$ cat config.mk
export PLATFORM = sky130hd
export DESIGN_NAME = longest_prefix_route_lookup
export DESIGN_NICKNAME = d
export VERILOG_FILES = /design/src/sv/lprl_pkg.sv /design/src/sv/lprl_table.sv /design/src/sv/lprl_match.sv /design/src/sv/longest_prefix_route_lookup.sv
export SDC_FILE = /design/constraint.sdc
export NUM_CORES = 2
export LEC_CHECK = 0
export BUFFER_PORTS_ARGS = -buffer_cell sky130_fd_sc_hd__clkbuf_2
export CAP_MARGIN = 30
export CORE_MARGIN = 3
export CORE_UTILIZATION = 55
export DETAILED_ROUTE_END_ITERATION = 12
export PLACE_DENSITY = 0.74
export SYNTH_ARGS = -nofsm -noshare
export SYNTH_HDL_FRONTEND = slang
export SYNTH_HIERARCHICAL = 1
export SYNTH_SLANG_ARGS = --single-unit
$ cat constraint.sdc
create_clock -name clk -period 8.64 [get_ports clk]
set_input_delay 0.864 -clock clk [delete_from_list [all_inputs] [get_ports clk]]
set_output_delay 0.864 -clock clk [all_outputs]
set_load 0.05 [all_outputs]
$ cat src/sv/lprl_pkg.sv
package lprl_pkg;

    // Defaults for the top-level parameters.
    localparam int ROUTES_DEF = 16;
    localparam int PORTS_DEF  = 4;

    // Fixed field widths of the command and result ports.
    localparam int ADDR_W  = 32;
    localparam int INDEX_W = 4;
    localparam int PORT_W  = 2;

    typedef enum logic {
        CMD_WRITE  = 1'b0,
        CMD_LOOKUP = 1'b1
    } cmd_t;

    typedef enum logic [1:0] {
        ST_IDLE,
        ST_SCAN,
        ST_FLUSH,
        ST_REPORT
    } state_t;

    // One routing table entry as it sits in the table memory.
    typedef struct packed {
        logic [ADDR_W-1:0] prefix;
        logic [ADDR_W-1:0] netmask;
        logic [ADDR_W-1:0] gateway;
        logic [PORT_W-1:0] port;
    } entry_t;

    // Registered read response from the table.
    typedef struct packed {
        logic   vld;
        logic   mark;
        entry_t entry;
    } rd_t;

endpackage

$ cat src/sv/lprl_table.sv
module lprl_table #(
    parameter int ROUTES = lprl_pkg::ROUTES_DEF,
    parameter int SLOT_W = $clog2(ROUTES)
) (
    input  logic               clk,
    input  logic               rst_n,
    input  logic               wr_en,
    input  logic [SLOT_W-1:0]  wr_slot,
    input  logic               wr_mark,
    input  lprl_pkg::entry_t   wr_entry,
    input  logic               rd_en,
    input  logic [SLOT_W-1:0]  rd_slot,
    output lprl_pkg::rd_t      rd
);

    lprl_pkg::entry_t mem [ROUTES];
    logic [ROUTES-1:0] mark_reg;
    lprl_pkg::entry_t  rd_entry_reg;
    logic              rd_mark_reg;
    logic              rd_vld_reg;

    // Entry fields live in a single-port-write, single-port-read memory.
    always_ff @(posedge clk)
    begin
        if (wr_en)
        begin
            mem[wr_slot] <= wr_entry;
        end
        if (rd_en)
        begin
            rd_entry_reg <= mem[rd_slot];
        end
    end

    // Valid marks are flip-flops so that reset empties the table at once.
    always_ff @(posedge clk or negedge rst_n)
    begin
        if (!rst_n)
        begin
            mark_reg    <= '0;
            rd_mark_reg <= 1'b0;
            rd_vld_reg  <= 1'b0;
        end
        else
        begin
            if (wr_en)
            begin
                mark_reg[wr_slot] <= wr_mark;
            end
            rd_vld_reg <= rd_en;
            if (rd_en)
            begin
                rd_mark_reg <= mark_reg[rd_slot];
            end
        end
    end

    always_comb
    begin
        rd.vld   = rd_vld_reg;
        rd.mark  = rd_mark_reg;
        rd.entry = rd_entry_reg;
    end

endmodule

$ cat src/sv/lprl_match.sv
module lprl_match #(
    parameter int SLOT_W = $clog2(lprl_pkg::ROUTES_DEF)
) (
    input  logic                          clk,
    input  logic                          rst_n,
    input  logic                          clear,
    input  lprl_pkg::rd_t                 rd,
    input  logic [SLOT_W-1:0]             rd_idx,
    input  logic [lprl_pkg::ADDR_W-1:0]   addr,
    output logic                          found,
    output logic [lprl_pkg::ADDR_W-1:0]   best_gateway,
    output logic [lprl_pkg::PORT_W-1:0]   best_port,
    output logic [SLOT_W-1:0]             best_idx
);

    logic                          hit_reg;
    logic [lprl_pkg::ADDR_W-1:0]   mask_reg;
    logic [lprl_pkg::ADDR_W-1:0]   gw_reg;
    logic [lprl_pkg::PORT_W-1:0]   port_reg;
    logic [SLOT_W-1:0]             idx_reg;
    logic                          is_match;
    logic                          take;

    // The shared compare unit: one masked equality test and one mask
    // magnitude compare per table entry. Strictly greater keeps the
    // earliest slot on a tie.
    always_comb
    begin
        is_match = rd.vld && rd.mark
                   && ((addr & rd.entry.netmask) == rd.entry.prefix);
        take     = is_match && (!hit_reg || (rd.entry.netmask > mask_reg));
    end

    always_ff @(posedge clk or negedge rst_n)
    begin
        if (!rst_n)
        begin
            hit_reg <= 1'b0;
        end
        else if (clear)
        begin
            hit_reg <= 1'b0;
        end
        else if (take)
        begin
            hit_reg <= 1'b1;
        end
    end

    // Winner fields start at zero so that a miss reports zeros.
    always_ff @(posedge clk)
    begin
        if (clear)
        begin
            mask_reg <= '0;
            gw_reg   <= '0;
            port_reg <= '0;
            idx_reg  <= '0;
        end
        else if (take)
        begin
            mask_reg <= rd.entry.netmask;
            gw_reg   <= rd.entry.gateway;
            port_reg <= rd.entry.port;
            idx_reg  <= rd_idx;
        end
    end

    assign found        = hit_reg;
    assign best_gateway = gw_reg;
    assign best_port    = port_reg;
    assign best_idx     = idx_reg;

endmodule

$ cat src/sv/longest_prefix_route_lookup.sv
// Channel   Direction  Transfer condition       Signals
// -------   ---------  -----------------------  ---------------------------------------
// command   in         start && !busy           cmd, entry_*, lookup_address
// result    out        done (one cycle strobe)  found, next_hop, out_port, matched_slot
//
// A write command updates one table slot in the cycle it is taken and keeps busy low.
// A lookup keeps busy high through the scan, which reads one table entry per cycle
// through the single memory read port into the one shared compare unit, a flush state
// that compares the last entry, and a report state with done.
// Reset empties the table by clearing every valid mark; it needs no clearing pass.
// The receiver cannot stall: each result is shown for exactly one cycle.
module longest_prefix_route_lookup #(
    parameter int ROUTES = lprl_pkg::ROUTES_DEF,
    parameter int PORTS  = lprl_pkg::PORTS_DEF
) (
    input  logic                          clk,
    input  logic                          rst_n,
    input  logic                          start,
    output logic                          busy,
    input  logic                          cmd,
    input  logic [lprl_pkg::INDEX_W-1:0]  entry_index,
    input  logic                          entry_valid,
    input  logic [lprl_pkg::ADDR_W-1:0]   entry_prefix,
    input  logic [lprl_pkg::ADDR_W-1:0]   entry_netmask,
    input  logic [lprl_pkg::ADDR_W-1:0]   entry_gateway,
    input  logic [lprl_pkg::PORT_W-1:0]   entry_port,
    input  logic [lprl_pkg::ADDR_W-1:0]   lookup_address,
    output logic                          done,
    output logic                          found,
    output logic [lprl_pkg::ADDR_W-1:0]   next_hop,
    output logic [lprl_pkg::PORT_W-1:0]   out_port,
    output logic [lprl_pkg::INDEX_W-1:0]  matched_slot
);

    localparam int SLOT_W = $clog2(ROUTES);
    localparam int IW     = lprl_pkg::INDEX_W;
    localparam int PW     = lprl_pkg::PORT_W;

    lprl_pkg::state_t           state_reg;
    lprl_pkg::state_t           state_next;
    logic [SLOT_W-1:0]          cnt_reg;
    logic [SLOT_W-1:0]          rd_idx_reg;
    logic [lprl_pkg::ADDR_W-1:0] addr_reg;

    logic                       take_cmd;
    logic                       is_lookup;
    logic                       slot_ok;
    logic                       wr_en;
    logic [PW-1:0]              wr_port;
    lprl_pkg::entry_t           wr_entry;
    logic                       scan_last;
    logic                       rd_en;
    logic                       clear;
    lprl_pkg::rd_t              rd;
    logic [SLOT_W-1:0]          best_idx;

    // A command transfers whenever start meets an idle block.
    assign take_cmd  = start && !busy;
    assign is_lookup = (cmd == lprl_pkg::CMD_LOOKUP);

    // Writes to slots outside the table are dropped, and an interface
    // number beyond the last port is clamped to the last port.
    assign slot_ok = (32'(entry_index) < ROUTES);
    assign wr_en   = take_cmd && !is_lookup && slot_ok;

    always_comb
    begin
        if (32'(entry_port) >= PORTS)
        begin
            wr_port = PW'(PORTS - 1);
        end
        else
        begin
            wr_port = entry_port;
        end
        wr_entry.prefix  = entry_prefix;
        wr_entry.netmask = entry_netmask;
        wr_entry.gateway = entry_gateway;
        wr_entry.port    = wr_port;
    end

    assign scan_last = (cnt_reg == SLOT_W'(ROUTES - 1));

    // Sequencer: next state.
    always_comb
    begin
        state_next = state_reg;
        case (state_reg)
            lprl_pkg::ST_IDLE:
            begin
                if (take_cmd && is_lookup)
                begin
                    state_next = lprl_pkg::ST_SCAN;
                end
            end
            lprl_pkg::ST_SCAN:
            begin
                if (scan_last)
                begin
                    state_next = lprl_pkg::ST_FLUSH;
                end
            end
            lprl_pkg::ST_FLUSH:
            begin
                state_next = lprl_pkg::ST_REPORT;
            end
            lprl_pkg::ST_REPORT:
            begin
                state_next = lprl_pkg::ST_IDLE;
            end
            default:
            begin
                state_next = lprl_pkg::ST_IDLE;
            end
        endcase
    end

    // Sequencer: outputs. The scan issues one table read per cycle, and the
    // compare unit sees each entry in the cycle after its read.
    always_comb
    begin
        busy  = 1'b1;
        done  = 1'b0;
        rd_en = 1'b0;
        clear = 1'b0;
        case (state_reg)
            lprl_pkg::ST_IDLE:
            begin
                busy  = 1'b0;
                clear = take_cmd && is_lookup;
            end
            lprl_pkg::ST_SCAN:
            begin
                rd_en = 1'b1;
            end
            lprl_pkg::ST_FLUSH:
            begin
            end
            lprl_pkg::ST_REPORT:
            begin
                done = 1'b1;
            end
            default:
            begin
                busy = 1'b0;
            end
        endcase
    end

    always_ff @(posedge clk or negedge rst_n)
    begin
        if (!rst_n)
        begin
            state_reg <= lprl_pkg::ST_IDLE;
            cnt_reg   <= '0;
        end
        else
        begin
            state_reg <= state_next;
            if (clear)
            begin
                cnt_reg <= '0;
            end
            else if (rd_en)
            begin
                cnt_reg <= cnt_reg + SLOT_W'(1);
            end
        end
    end

    // The address and the slot number of the entry in flight need no reset.
    always_ff @(posedge clk)
    begin
        if (clear)
        begin
            addr_reg <= lookup_address;
        end
        if (rd_en)
        begin
            rd_idx_reg <= cnt_reg;
        end
    end

    lprl_table #(
        .ROUTES (ROUTES),
        .SLOT_W (SLOT_W)
    ) u_table (
        .clk      (clk),
        .rst_n    (rst_n),
        .wr_en    (wr_en),
        .wr_slot  (SLOT_W'(entry_index)),
        .wr_mark  (entry_valid),
        .wr_entry (wr_entry),
        .rd_en    (rd_en),
        .rd_slot  (cnt_reg),
        .rd       (rd)
    );

    lprl_match #(
        .SLOT_W (SLOT_W)
    ) u_match (
        .clk          (clk),
        .rst_n        (rst_n),
        .clear        (clear),
        .rd           (rd),
        .rd_idx       (rd_idx_reg),
        .addr         (addr_reg),
        .found        (found),
        .best_gateway (next_hop),
        .best_port    (out_port),
        .best_idx     (best_idx)
    );

    assign matched_slot = IW'(best_idx);

    // A result strobe is always followed by an idle block.
    assert property (@(posedge clk) disable iff (!rst_n) done |=> !busy)
        else $error("result strobe not followed by idle");

    // A lookup transfer raises busy on the next cycle; a write does not.
    assert property (@(posedge clk) disable iff (!rst_n)
        (take_cmd && is_lookup) |=> busy)
        else $error("lookup did not start a scan");

    assert property (@(posedge clk) disable iff (!rst_n)
        (take_cmd && !is_lookup) |=> !busy && !done)
        else $error("write produced activity");

    // A miss reports all zero fields.
    assert property (@(posedge clk) disable iff (!rst_n)
        (done && !found) |-> (next_hop == '0 && out_port == '0 && matched_slot == '0))
        else $error("miss with nonzero result fields");

    // Table reads happen only while the scan runs.
    assert property (@(posedge clk) disable iff (!rst_n)
        rd.vld |-> (state_reg == lprl_pkg::ST_SCAN || state_reg == lprl_pkg::ST_FLUSH))
        else $error("table read outside a scan");

endmodule
==> flow_summary.yaml <==
status:
  status: "completed"
synth:
  synth_fp_nets: 3082
  ys_seq_elements: 1797
  syn_area_mm2: 0.0686
  ys_warn_count: 6
  ys_types: 47
  ys_seq_area_share_pct: 77.5
  syn_avg_cell_area_um2: 23.6
  async_reset_ff_share_pct: 1.39
  synth-main-ff-cell: "edfxtp_1"
  synth_edf_count: 1702
  syn_inst: 2905
die:
  io_pins: 180
  die_x_um: 359
  die_y_um: 359
  core_area_mm2: 0.123
  start_util_pct: 55.8
  fp.dieArea_mm2: 0.129
  num_rows: 128
pwr:
  p_leak_nw: 24.2
  p_comb_share_pct: 20.6
  switchingPower_mw: 5.70
  p_clk_share_pct: 32.3
  p_sw_share_pct: 25.7
  p_total_mw: 22.2
  p_int_mw: 16.5
  power_density_mw_per_mm2: 288
  vdd_drop_max_v: 0.000299
  sequentialPowerShare_pct: 47.1
sta:
  whs_ns: 0.163
  rsz0062_at_grt: "no"
  report.final.slew_viol_count: 0
  finalCritPeriodShare_pct: 46.6
  fin_worst_skew_ns: 0.0268
  fin_ws_ns: 4.61
  final-hold-violation-count: 0
  slew_headroom_pct: 23.8
  max_freq_mhz: 248
  setup_viol: 0
  tightestPinTransition_ns: 1.14
  min_period_ns: 4.03
  finalSetupTns_ns: 0
drt:
  wl_um: 154000
  initialDrtViolationCount: 3575
  drcViolationCount: 0
  dr.pass1.iters: 5
  vias_per_cell: 6.31
  ant_nets: 0
  drt-wirelength-per-cell_um: 31.1
  num_vias: 31300
worst_setup_path:
  crit_path_end_kind: "flip-flop"
  arrival_ns: 4.68
  critPathRequiredTime_ns: 9.29
  critPathMaxFanout: 49
  crit_path_start_kind: "flip-flop"
  criticalPathCategory: "reg2reg"
finish:
  largest_register: "u_table/mem"
  largest_reg_flops: 1568
  fin_cells: 4960
  layout-drive-gt1-share_pct: 30.0
  finalInstanceArea_mm2: 0.0771
  final_nets: 3360
  area_delta_synth_final_pct: 12.4
  fin_util_pct: 62.7
clocking:
  cts_tree: "done"
  ctsHoldBuffers: 0
  cts-buffers-inserted: 171
  postCtsSetupBuffers: 0
  clock_latency_ns: 0.78
  clockBufferDepth: 3
  clock-sinks: 1797
  root_buffer: "clkbuf_16"
  htree_num_levels: 4
  ctsResizeCount: 0
  clk_pin_slew_ns: 0.06
placed_design:
  placed_cell_area_mm2: 0.0714
  place_hpwl_um: 78700
  place.gp.congestion: 0.762
  io_buffers: 179
  dp.cells: 4627
  post-place-ws_ns: 4.35
grt:
  overflow: 0
  antenna_found_initial: 23
  grt_usage_pct: 24.3
  first_global_vias: 33000
  grt_max_degree: 162
  grt_pass1_wl_um: 227000
worst_hold_path:
  min_path_type: "in2async"
run:
  maxCapViolations: 0
power groups by stage:
stage                     clock network (mW)  logic [mW]  registers (mW)
final                                   7.16        4.57            10.5
after global routing                    7.64        4.89            10.5
after CTS                               7.28        4.63            10.5
after detailed placement                   0        4.58            10.6
after global placement                     0        4.41            10.7
after floorplan                            0        3.66            10.4
cells by family after synthesis:
| logic type | count (synthesis) | share of synthesized area, % |
|---|---|---|
| simple gates | 243 | 2.03 |
| compound gates | 41 | 0.396 |
| fa+ha+maj | 38 | 0.693 |
| buf+inv | 172 | 1.44 |
| xor+xnor | 27 | 0.345 |
| mux | 587 | 17.6 |
| flops | 1797 | 77.5 |
critical path: stages, from the launching register on:
cell	delay (ns)
dfrtp_1	0.43
inv_1	0.14
ha_1	0.25
nand2_1	0.08
nor2_1	0.26
or3b_1	0.56
nor2_4	0.13
buf_4	0.77
buf_4	0.60
buf_12	0.30
mux2_1	0.35
placed cells by master (no fill, tap or decap), types with 5 or more instances in the layout:
master and n:
nor2_4 12, xor2_1 15, a21oi_1 18, diode_2 13, mux2i_1 75, clkbuf_2 179, clkbuf_16 173, dfrtp_1 21
xnor2_1 12, dfxtp_1 70, nand2b_1 140, edfxtp_1 1702, bufinv_16 10, buf_4 42, inv_1 35, clkbuf_1 48
ha_1 37, clkinv_1 34, mux2_1 16, a21o_1 5, clkinv_2 25, buf_12 10, mux4_2 494, buf_16 11
nand2_1 34, nand3_1 9, nand4_1 11, nor2_1 9, inv_6 6, clkbuf_8 6
path summary, 6_finish.rpt:
path	from	end	slack, ns	cells after the start
min in group clk	lookup_address[22]	addr_reg[22]$_DFFE_PP_	0.26	1
worst min-delay path	rst_n	state_reg[0]$_DFFE_PN0P_	0.16	1
worst max-delay path	state_reg[0]$_DFFE_PN0P_	u_table/mark_reg[3]$_DFFE_PN0P_	4.61	10
worst min register to register	u_match/best_gateway[10]$_SDFFE_PP0P_	u_match/best_gateway[10]$_SDFFE_PP0P_	0.48	2
max in group asynchronous	rst_n	cnt_reg[3]$_DFFE_PN0P_	7.85	1
worst max register to register	state_reg[0]$_DFFE_PN0P_	u_table/mark_reg[3]$_DFFE_PN0P_	4.61	10
cells in the mapped netlist (15+ instances only):
| cell | number | share of area, % |
|---|---|---|
| edfxtp_1 | 1702 | 75 |
| mux4_2 | 494 | 16 |
| nand2b_1 | 140 | 1.3 |
| mux2i_1 | 75 | 1.1 |
| dfxtp_1 | 70 | 2.0 |
| clkbuf_1 | 62 | 0.34 |
| ha_1 | 38 | 0.69 |
| inv_1 | 35 | 0.19 |
| nand2_1 | 34 | 0.19 |
| buf_4 | 27 | 0.30 |
| dfrtp_1 | 25 | 0.91 |
| nor2_1 | 21 | 0.11 |
| a21oi_1 | 18 | 0.13 |
| buf_1 | 17 | 0.093 |
| mux2_1 | 16 | 0.26 |
| buf_6 | 15 | 0.25 |
| xor2_1 | 15 | 0.19 |
final cells by class:
class,instances,area [um^2]
clock inverter,85,773
inverter,35,131
tap,1625,2030
antenna,13,32.5
timing repair buffer,242,1710
sequential,1797,53200
clock buffer,227,4590
fill,7824,45800
multi-input combinational,936,14600
metal layers:
layer	vias up	track usage (%)	part of all wire (%)
li1	12800	-	-
met1	16600	33.1	38
met2	1636	38.6	50
met3	250	7.22	10
met4	16	7.34	2.2
met5	-	0	0.073
Power figures use the tool's default switching activity.
